$ cat src/hw/rtl/vbph_pkg.sv
`timescale 1ns / 1ps
// ----------------------------------------------------------------------------
// vbph_pkg
// Shared types, widths and helpers for the volume-by-price histogram block.
// ----------------------------------------------------------------------------
package vbph_pkg;

    // Default sizing
    localparam int MAX_SAMPLES_DEF = 1024;
    localparam int NUM_BINS_DEF    = 12;

    // Field widths
    localparam int PRICE_W     = 32;
    localparam int VOL_W       = 32;
    localparam int SUM_W       = 42;
    localparam int EDGE_W      = 33;
    localparam int COLOR_W     = 24;
    localparam int FRAC_W      = 8;
    // Q8 price/edge width; edges stay below high*256 + bins*256
    localparam int QW          = 41;
    // Q8 bin width: ((high - low) << 8) / bins
    localparam int DIV_W       = 40;
    localparam int DIV_CNT_W   = 2;
    // Bin width divider stages: quotient, remainder, fraction
    localparam int DIV_STEPS   = 3;
    localparam int IN_TDATA_W  = 64;
    localparam int OUT_PAD_W   = 2;
    localparam int OUT_TDATA_W = 176;
    localparam int CFG_IDX_W   = 1;

    // Register defaults
    localparam logic [COLOR_W-1:0] UP_COLOR_RST   = 24'h00FF00;
    localparam logic [COLOR_W-1:0] DOWN_COLOR_RST = 24'hFF0000;

    // Configuration register indexes
    typedef enum logic [CFG_IDX_W-1:0] {
        CFG_UP_COLOR   = 1'b0,
        CFG_DOWN_COLOR = 1'b1
    } cfg_idx_t;

    // Controller states
    typedef enum logic [3:0] {
        ST_LOAD,
        ST_PREP,
        ST_DIV,
        ST_BUILD,
        ST_SCAN,
        ST_DRAIN,
        ST_EMIT_RD,
        ST_EMIT_UP,
        ST_EMIT_DN
    } vbph_state_t;

    // Controller -> datapath
    typedef struct packed {
        logic load_en;     // accept samples
        logic prep;        // restart divider, reset edge accumulator and scan address
        logic div_step;    // one divider stage
        logic bin_store;   // store edges of one bin
        logic scan_issue;  // read one stored sample
        logic edge_init;   // rewind edge accumulator for output
        logic sel_emit;    // bin store read address from output bin counter
        logic emit_up;     // load up-color bar into output register
        logic emit_down;   // load down-color bar, advance bin
        logic clear_set;   // clear count, extremes and totals
    } vbph_cmd_t;

    // Datapath -> controller
    typedef struct packed {
        logic last_valid;  // a sample flagged last is offered
        logic div_done;    // final divider stage this step
        logic bin_last;    // bin counter on last bin
        logic scan_last;   // scan address on last stored sample
        logic pipe_empty;  // binning pipeline idle
        logic out_free;    // output register can take a bar
    } vbph_sts_t;

    // Saturating 42-bit accumulate
    function automatic logic [SUM_W-1:0] sat_add(input logic [SUM_W-1:0] a,
                                                 input logic [VOL_W-1:0] b);
        logic [SUM_W:0] s;
        s = {1'b0, a} + {{(SUM_W + 1 - VOL_W){1'b0}}, b};
        return s[SUM_W] ? {SUM_W{1'b1}} : s[SUM_W-1:0];
    endfunction

endpackage

$ cat src/hw/rtl/vbph_ctrl.sv
`timescale 1ns / 1ps
// ----------------------------------------------------------------------------
// vbph_ctrl
// Sequencer: load, divide, build bins, scan samples, emit bars, clear.
// ----------------------------------------------------------------------------
module vbph_ctrl
    import vbph_pkg::*;
(
    input  logic      aclk,
    input  logic      aresetn,
    input  vbph_sts_t sts,
    output vbph_cmd_t cmd
);

    vbph_state_t state_reg, state_next;

    // State register
    always_ff @(posedge aclk) begin
        if (!aresetn) begin
            state_reg <= ST_LOAD;
        end else begin
            state_reg <= state_next;
        end
    end

    // Next state
    always_comb begin
        state_next = state_reg;
        case (state_reg)
            ST_LOAD: begin
                if (sts.last_valid) state_next = ST_PREP;
            end
            ST_PREP:  state_next = ST_DIV;
            ST_DIV: begin
                if (sts.div_done) state_next = ST_BUILD;
            end
            ST_BUILD: begin
                if (sts.bin_last) state_next = ST_SCAN;
            end
            ST_SCAN: begin
                if (sts.scan_last) state_next = ST_DRAIN;
            end
            ST_DRAIN: begin
                if (sts.pipe_empty) state_next = ST_EMIT_RD;
            end
            ST_EMIT_RD: state_next = ST_EMIT_UP;
            ST_EMIT_UP: begin
                if (sts.out_free) state_next = ST_EMIT_DN;
            end
            ST_EMIT_DN: begin
                if (sts.out_free) begin
                    state_next = sts.bin_last ? ST_LOAD : ST_EMIT_RD;
                end
            end
            default: state_next = ST_LOAD;
        endcase
    end

    // Commands
    always_comb begin
        cmd = '0;
        case (state_reg)
            ST_LOAD:  cmd.load_en = 1'b1;
            ST_PREP:  cmd.prep = 1'b1;
            ST_DIV:   cmd.div_step = 1'b1;
            ST_BUILD: cmd.bin_store = 1'b1;
            ST_SCAN:  cmd.scan_issue = 1'b1;
            ST_DRAIN: cmd.edge_init = sts.pipe_empty;
            ST_EMIT_RD: cmd.sel_emit = 1'b1;
            ST_EMIT_UP: begin
                cmd.sel_emit = 1'b1;
                cmd.emit_up  = sts.out_free;
            end
            ST_EMIT_DN: begin
                cmd.sel_emit  = 1'b1;
                cmd.emit_down = sts.out_free;
                cmd.clear_set = sts.out_free && sts.bin_last;
            end
            default: cmd = '0;
        endcase
    end

endmodule

$ cat config.mk
export PLATFORM = sky130hd
export DESIGN_NAME = vbph_ctrl
export DESIGN_NICKNAME = d
export VERILOG_FILES = /design/src/hw/rtl/vbph_pkg.sv /design/src/hw/rtl/vbph_ctrl.sv
export SDC_FILE = /design/constraint.sdc
export NUM_CORES = 1
export LEC_CHECK = 0
export ABC_AREA = 1
export BUFFER_PORTS_ARGS = -buffer_cell sky130_fd_sc_hd__clkbuf_2
export CORE_AREA = 2 2 39 41
export DETAILED_ROUTE_END_ITERATION = 10
export DIE_AREA = 0 0 41 43
export GPL_ROUTABILITY_DRIVEN = 0
export PLACE_DENSITY = 0.56
export SYNTH_ARGS = -nofsm -noshare
export SYNTH_HDL_FRONTEND = slang
export SYNTH_SLANG_ARGS = --single-unit
export TNS_END_PERCENT = 10
$ cat constraint.sdc
create_clock -name aclk -period 1.8 [get_ports aclk]
set_input_delay 0.54 -clock aclk [delete_from_list [all_inputs] [get_ports aclk]]
set_output_delay 0.54 -clock aclk [all_outputs]
set_load 0.02 [all_outputs]
==> impl_metrics.toml, run 1 <==
[status]
outcome = "finished clean"

[setup_path]
cp-end-kind = "output pin"
cp_max_fo = 5
cp.arrival_ns = 1.21
crit_type = "register to output pin"
start_kind = "register"
cp.required_ns = 1.26

[synth]
synth_area_um2 = 380
ys_async_sr_fraction = 0
ys_seq_area_frac = 0.211
yosys.area.top_type_share = 0.211
ys_warn_count = 0
synth.largest_area_cell = "dfxtp_1"
synthTopCellsByCount = "nor2_1 (16), nand2_1 (15), inv_1 (11)"
synthFlopType = "dfxtp_1"
synth-edff-count = 0
synth_cells = 71
synth_area_leaders = "dfxtp_1 (21%), nor2_1 (16%), nand2_1 (15%)"
synthDistinctLibCells = 15
yosys_register_bits = 4
yosysMostFrequentCell = "nor2_1"
syn_nets = 79
syn_area_per_cell_um2 = 5.36

[cts]
cts.clk_slew.worst_paths_ns = 0.04
cts_buffer_depth = 2
cts_tree = "built"
numCtsBuffers = 3
postCtsSetupBuffers = 0
cts_sinks = 4
cts_max_level = 1
ctsHoldBuffers = 0
cts_root_buffer = "clkbuf_4"
clock_latency_ns = 0.23

[drt]
drtPass1Iterations = 4
via_count = 494
via_per_inst = 4.53
drtIter0Drc = 7
wl_um = 949
drc = 0
routedWlPerCell_um = 8.71
antenna_left = 0

[finish]
nFillCells = 149
fin_util = 0.396
layout-drive-gt1-share = 0.398
n_antenna_cell = 0
nNetsFinal = 103
seq_area_um2 = 87.6
largest_register_ffs = 4
multiInputGateArea_um2 = 264
syn2layout_area_growth_pct = 44.1

[run]
cap_violations = 0

[sta]
finalCritPeriodShare = 0.972
slew_headroom = 0.881
fmax_ghz = 0.571
period_needed_ns = 1.75
tns_ns = 0
rsz0062_at_grt = "yes"
hold_viol_final = 0
finClkSkew_ns = 0.00140
slew_viol_final = 0
setup_slack_ns = 0.0497
tightest_slew_ns = 0.178
finalSetupViolations = 0

[hold_path]
min_path_type = "register to register"

[power]
p_switching_w = 0.000375
intPower_w = 0.000377
combPwrFrac = 0.633
power.total_w = 0.000753
p_leak_nw = 0.322
vdd_drop_max_mv = 0.556
p_clk_frac = 0.144
seq_power_share = 0.223
power_density_mw_per_mm2 = 1370
switching_share = 0.499

[floorplanning]
initial_core_util = 0.275
placementRows = 14
core-area_mm2 = 0.00138
ios = 18
die_w_um = 41
die_y_um = 43
die_area_mm2 = 0.00176

[grt]
grt_max_degree = 7
grt_usage = 0.121
grt_pass1_wl_mm = 1.47
grt-ovfl-total = 0
antenna_found_initial = 0
grt_pass1_vias = 404

[placement]
portBuffers = 17
pre_cts_ws_ns = 0.196
dp_hpwl_um = 794
[power groups by stage]
stage / logic (W) / registers [W] / clock network (W)
6_report: 0.000476 / 0.000168 / 0.000108
5_1_grt: 0.000535 / 0.000172 / 0.000119
4_1_cts: 0.000468 / 0.000157 / 0.000115
3_5_place_dp: 0.000463 / 0.000153 / 0
3_3_place_gp: 0.000467 / 0.000153 / 0
2_1_floorplan: 0.000327 / 0.000147 / 0
[what timing repair did]
item	CTS	global route
endpoints found under the setup margin	4	7
gates resized for setup	4	10
cloned	0	0
[cells in the final DEF, fill, tap and decap left out]
master / Yosys / final
nand2_1: 15 / 15
clkbuf_2: 0 / 14
nor2_1: 16 / 13
inv_1: 11 / 11
nand3_1: 8 / 8
nor2_2: 4 / 6
buf_4: 0 / 4
nor3_1: 3 / 3
clkbuf_4: 0 / 3
dfxtp_2: 0 / 3
inv_2: 2 / 2
nor2_4: 1 / 2
nand4_1: 2 / 2
nand3b_1: 1 / 1
a21oi_1: 1 / 1
nand2_2: 1 / 1
o21ai_0: 1 / 1
a21boi_0: 1 / 1
buf_2: 0 / 1
dfxtp_4: 0 / 1
[metal layers]
metal	GRT usage	wire [um]	vias up
li1	-	-	266
met1	0.158	430	219
met2	0.184	490	9
met3	0.0157	28	0
met4	0.0600	0	0
met5	0	0	-
[logic make-up after synthesis]
logic type | after synthesis | share of synthesized area
buf+inv | 13 | 0.128
compound gates | 3 | 0.0460
flops | 4 | 0.211
simple gates | 51 | 0.615
[worst paths after layout]
kind	slack (ns)	startpoint	depth (start not counted)	endpoint
worst min-delay path	0.54	state_reg[0]$_SDFFE_PN0P_	2	state_reg[0]$_SDFFE_PN0P_
worst min register to register	0.54	state_reg[0]$_SDFFE_PN0P_	2	state_reg[0]$_SDFFE_PN0P_
worst max-delay path	0.05	state_reg[2]$_SDFFE_PN0P_	5	cmd[2]
worst max register to register	0.53	state_reg[0]$_SDFFE_PN0P_	9	state_reg[2]$_SDFFE_PN0P_
[area by class of cell]
type	count	area share
Tap cell	16	0.0365
Multi-Input combinational cell	54	0.482
Clock buffer	3	0.0411
Inverter	13	0.0890
Timing Repair Buffer	19	0.192
Sequential cell	4	0.160
[through the flow]
stage,hold slack (ns),area [um^2],std cells
final,0.538,548,109
after detailed placement,0.575,500,106
after floorplan,0.538,380,71
after CTS,0.543,529,109
after global routing,0.551,548,109
after global placement,0.582,500,106
[critical path, stage by stage, from the launching register on]
cell and delay [ns]:
dfxtp_2 0.38, inv_2 0.07, nor2_4 0.13, nand2_1 0.11, nor2_1 0.14, buf_4 0.16
No activity file was read; power rests on OpenSTA's default activity.
==> run 2, diff against run 1 <==
Settings changed: ABC_AREA 1 to default, PLACE_DENSITY 0.56 to 0.57.
==> run 2 against run 1 <==
  * Design area rose by 13%
  * First-iteration DRC count rose by 14%
  * Setup slack lost 0.26 ns
  * Die area unchanged
  * Critical path type unchanged
  * The run now ends with setup timing left
  * Global-route usage rose by 2.8 points
  * Sequential power down 17%
  * Wire length rose by 20%
  * Total power increased by 15%
  * Largest cell class unchanged
  * Via count down 3.8%
  * Synthesized area rose by 4.6%
  * Hold slack improved by 0.094 ns
==> impl_metrics.toml, run 2 <==
[status]
outcome = "finished with violations"
violations = "setup timing"

[synth]
yosys_register_bits = 4
synth-edff-count = 0
synthTopCellsByCount = "nor2_1 (6), nand2b_1 (5)"
synth_area_leaders = "dfxtp_1 (20%), nand2b_1 (7.9%), mux2i_1 (7.5%)"
ys_async_sr_fraction = 0
synthDistinctLibCells = 24
ys_seq_area_frac = 0.201
synthFlopType = "dfxtp_1"
syn_area_per_cell_um2 = 6.98
synth_cells = 57
yosysMostFrequentCell = "nor2_1"
synth.largest_area_cell = "dfxtp_1"
syn_nets = 65
yosys.area.top_type_share = 0.201
synth_area_um2 = 398
ys_warn_count = 0

[drt]
drtPass1Iterations = 4
drc = 0
via_per_inst = 5.16
wl_mm = 1.14
via_count = 475
routedWlPerCell_um = 12.3
antenna_left = 0
drtIter0Drc = 8

[power]
p_switching_w = 0.000398
p_clk_frac = 0.126
switching_share = 0.460
combPwrFrac = 0.712
power.total_w = 0.000865
vdd_drop_max_mv = 0.378
power_density_mw_per_mm2 = 1400
seq_power_share = 0.162
p_leak_nw = 0.275
intPower_w = 0.000467

[placement]
placed_cells = 89
pre_cts_ws_ns = -0.00388
dp_hpwl_um = 788
dpl_cell_area_um2 = 526
portBuffers = 17

[grt]
grt-ovfl-total = 0
grt_max_degree = 16
grt_pass1_wl_mm = 1.77
antenna_found_initial = 0
grt_usage = 0.149
grt_pass1_vias = 430

[setup_path]
r2r_slack_ns = 0.13
crit_slowest_cell = "or4b_4"
cp.arrival_ns = 1.47
critPathMaxStageDelay_ns = 0.56
cp-end-kind = "output pin"
path_cells = "or4b_4 -> nor2_4 -> and2_4 -> buf_8"
startpoint = "state_reg[2]$_SDFFE_PN0P_"
crit_type = "register to output pin"
cp_max_fo = 3
start_kind = "register"
reg2reg_from = "state_reg[0]$_SDFFE_PN0P_"
cp.required_ns = 1.26

[sta]
slew_viol_final = 0
slew_headroom = 0.816
tightest_slew_ns = 0.272
hold_viol_final = 0
period_needed_ns = 2.01
finClkSkew_ns = 0.000538
setup_slack_ns = -0.207
fmax_ghz = 0.498
finalSetupViolations = 3
finalCritPeriodShare = 1.12
rsz0062_at_grt = "yes"

[finish]
fin_area_um2 = 619
syn2layout_area_growth_pct = 55.7
fin_cells = 92
largest_register_ffs = 4
fin_util = 0.448
n_antenna_cell = 0
final_cell_mix = "clkbuf_2 (8), buf_4 (8)"
layout-drive-gt1-share = 0.474
nNetsFinal = 86

[cts]
numCtsBuffers = 3
cts_root_buffer = "clkbuf_4"
postCtsSetupBuffers = 0
cts_tree = "built"
ctsHoldBuffers = 0
cts_sinks = 4
cts_buffer_depth = 2
clock_latency_ns = 0.23
cts_max_level = 1
cts.clk_slew.worst_paths_ns = 0.04

[floorplanning]
placementRows = 14
die_w_um = 41
die_y_um = 43
initial_core_util = 0.288
die_area_mm2 = 0.00176
core-area_mm2 = 0.00138
ios = 18

[hold_path]
min_path_type = "input pin to register"
holdCritStartpoint = "aresetn"

[run]
cap_violations = 0
-- run 2: repair_timing --
item                                    in CTS  in global routing
hold endpoints to repair                     0                  0
gates cloned                                 0                  0
pin swaps                                    2                  0
gates resized for setup                      4                 22
endpoints found under the setup margin       4                 10
-- run 2: metrics by stage --
stage          hold WS (ns)  setup TNS, ns
3_3_place_gp          0.646              0
4_1_cts               0.622         -0.491
5_1_grt               0.653         -0.576
6_report              0.632         -0.429
3_5_place_dp          0.650       -0.00388
2_1_floorplan         0.673       -0.00335
-- run 2: worst max-delay path, delay by kind of cell (launching register included) --
family	cells	cell delay [ns]
flip-flops	1	0.31
AND/OR/NAND/NOR	3	0.82
buffers and inverters	1	0.10
-- run 2: logic make-up (layout without fill, tap and decap cells) --
| logic type | count (synthesis) | after routing | synth area share |
|---|---|---|---|
| flops | 4 | 4 | 0.201 |
| buf+inv | 8 | 27 | 0.0818 |
| compound gates | 12 | 12 | 0.189 |
| mux | 4 | 4 | 0.104 |
| simple gates | 29 | 29 | 0.425 |
-- run 2: area by class of cell --
| type | count | area (um^2) |
|---|---|---|
| multi-input combinational | 45 | 334 |
| sequential | 4 | 81.3 |
| tap | 16 | 20.0 |
| clock buffer | 3 | 22.5 |
| fill | 152 | 764 |
| inverter | 3 | 11.3 |
| timing repair buffer | 21 | 150 |
-- run 2: worst paths after layout --
kind | to | depth (start not counted)
max | cmd[0] | 4
min reg2reg | state_reg[0]$_SDFFE_PN0P_ | 3
max reg2reg | state_reg[3]$_SDFFE_PN0P_ | 5
min | state_reg[0]$_SDFFE_PN0P_ | 3
-- run 2: power by group through the flow --
stage	logic [W]	registers, W	clock network (W)
after floorplan	0.000355	0.000154	0
after global placement	0.000507	0.000134	0
after detailed placement	0.000515	0.000135	0
after CTS	0.000528	0.000133	0.000115
after global routing	0.000670	0.000145	0.000118
final	0.000616	0.000140	0.000109
-- run 2: routing by layer --
layer / up-vias / part of all wire / global-route usage
li1: 248 / - / -
met1: 217 / 0.41 / 0.180
met2: 10 / 0.56 / 0.231
met3: 0 / 0.029 / 0.0314
met4: 0 / 0 / 0.0800
met5: - / 0 / 0
==> run 3, diff against run 2 <==
Settings changed: SETUP_SLACK_MARGIN from default to 0.1.
==> run 3 against run 2 <==
  * Die area is the same
  * Setup slack lost 0.015 ns
  * Clock skew grew 0.0062 ns
  * Global-route usage grew 0.80 points
  * Register-to-register slack lost 0.03 ns
  * Critical endpoint unchanged
  * Utilization grew 2.5 points
  * Hold slack lost 0.0088 ns
  * Critical path type unchanged
  * Highest routed layer unchanged
  * Combinational power grew 10%
  * The run still ends with setup timing left
==> impl_metrics.toml, run 3 (synthesis gave the netlist of run 2 again) <==
[setup_path]
critPathMaxStageDelay_ns = 0.56
crit_type = "register to output pin"
cp_top_family = "simple AND/OR/NAND/NOR gates"
critical_path_buf_inv_count = 1
cp.required_ns = 1.26
cp.arrival_ns = 1.48
path_cells = "or4b_4 -> nor2_4 -> and2_4 -> buf_8"
cp_max_fo = 3
cp-end-kind = "output pin"
crit_slowest_cell = "or4b_4"
start_kind = "register"
cp.depth = 4
r2r_cells = 5

[drt]
routedWlPerCell_um = 13.3
via_per_inst = 5.15
drc = 0
via_count = 474
drtIter0Drc = 11
drtPass1Iterations = 4
wl_mm = 1.23
antenna_left = 0

[floorplanning]
core-area_mm2 = 0.00138
die_y_um = 43
die_w_um = 41
die_area_mm2 = 0.00176
placementRows = 14
initial_core_util = 0.288
ios = 18

[power]
vdd_drop_max_mv = 0.403
power_density_mw_per_mm2 = 1440
p_leak_nw = 0.280
power.total_w = 0.000940

[cts]
cts_max_level = 1
clock_latency_ns = 0.24
cts_sinks = 4
cts_root_buffer = "clkbuf_4"
cts_buffer_depth = 2
cts_tree = "built"
numCtsBuffers = 3
cts.clk_slew.worst_paths_ns = 0.04

[finish]
final_common_cell = "clkbuf_4"
fin_area_um2 = 654
final_cell_mix = "clkbuf_4 (8), clkbuf_2 (7), buf_4 (5)"
fin_cells = 92
layout-drive-gt1-share = 0.513
n_antenna_cell = 0
nFillCells = 144
largest_register_ffs = 4
fin_util = 0.473
nNetsFinal = 86
syn2layout_area_growth_pct = 64.5

[grt]
antenna_found_initial = 0
grt-ovfl-total = 0
grt_pass1_wl_mm = 1.84
grt_pass1_vias = 430
grt_max_degree = 16
grt_usage = 0.157

[sta]
fmax_ghz = 0.495
finClkSkew_ns = 0.00669
tightest_slew_ns = 0.267
rsz0062_at_grt = "yes"
finalSetupViolations = 4
setup_slack_ns = -0.222
slew_headroom = 0.820
period_needed_ns = 2.02
finalCritPeriodShare = 1.12
hold_viol_final = 0
tns_ns = -0.495
slew_viol_final = 0

[hold_path]
min_path_type = "input pin to register"
hold_path_depth = 3

[status]
outcome = "finished with violations"
violations = "setup timing"

[placement]
portBuffers = 17
placed_cells = 89
dp_hpwl_um = 788
dpl_cell_area_um2 = 526

[run]
cap_violations = 0
==> run 3: report_power, final <==
part,switching (W),internal (W)
registers,0.0000250,0.000122
clock network,0.0000388,0.0000747
logic,0.000364,0.000316
total,0.000427,0.000513
==> run 3: metal layers <==
layer | wire [um] | track usage | vias to the layer above
li1 | - | - | 245
met5 | 0 | 0 | -
met3 | 31 | 0.0314 | 0
met4 | 0 | 0.0800 | 0
met2 | 664 | 0.238 | 8
met1 | 531 | 0.199 | 221
==> run 3: final timing paths <==
check | start | endpoint | slack (ns)
setup / recovery | state_reg[2]$_SDFFE_PN0P_ | cmd[0] | -0.22
hold / removal | aresetn | state_reg[0]$_SDFFE_PN0P_ | 0.62
setup reg to reg | state_reg[2]$_SDFFE_PN0P_ | state_reg[2]$_SDFFE_PN0P_ | 0.10
hold reg to reg | state_reg[0]$_SDFFE_PN0P_ | state_reg[0]$_SDFFE_PN0P_ | 0.63
==> run 3: layout make-up <==
type	instances	area, um^2	area share
inverters	3	11.3	0.0172
flip-flops and latches	4	82.6	0.126
multi-input cells	45	350	0.535
repair buffers	21	168	0.256
well taps	16	20.0	0.0306
clock buffers	3	22.5	0.0344
==> run 3: per-stage QoR <==
| step | setup WS, ns | hold slack, ns |
|---|---|---|
| 4_1_cts | -0.216 | 0.615 |
| 3_3_place_gp | 0.0116 | 0.646 |
| 2_1_floorplan | -0.00335 | 0.673 |
| 6_report | -0.222 | 0.623 |
| 5_1_grt | -0.266 | 0.645 |
| 3_5_place_dp | -0.00388 | 0.650 |
==> run 3: worst register-to-register path, stage by stage, from the launching register on <==
cell	delay, ns
dfxtp_2	0.32
buf_4	0.19
or4b_2	0.73
a21oi_2	0.16
o21ai_0	0.08
mux2i_1	0.14
==> run 3: timing repair <==
item / CTS / global route
resized for setup: 14 / 17
setup endpoints to repair: 11 / 12
setup buffers: 0 / 0
hold buffers: 0 / 0
pin swaps: 4 / 1
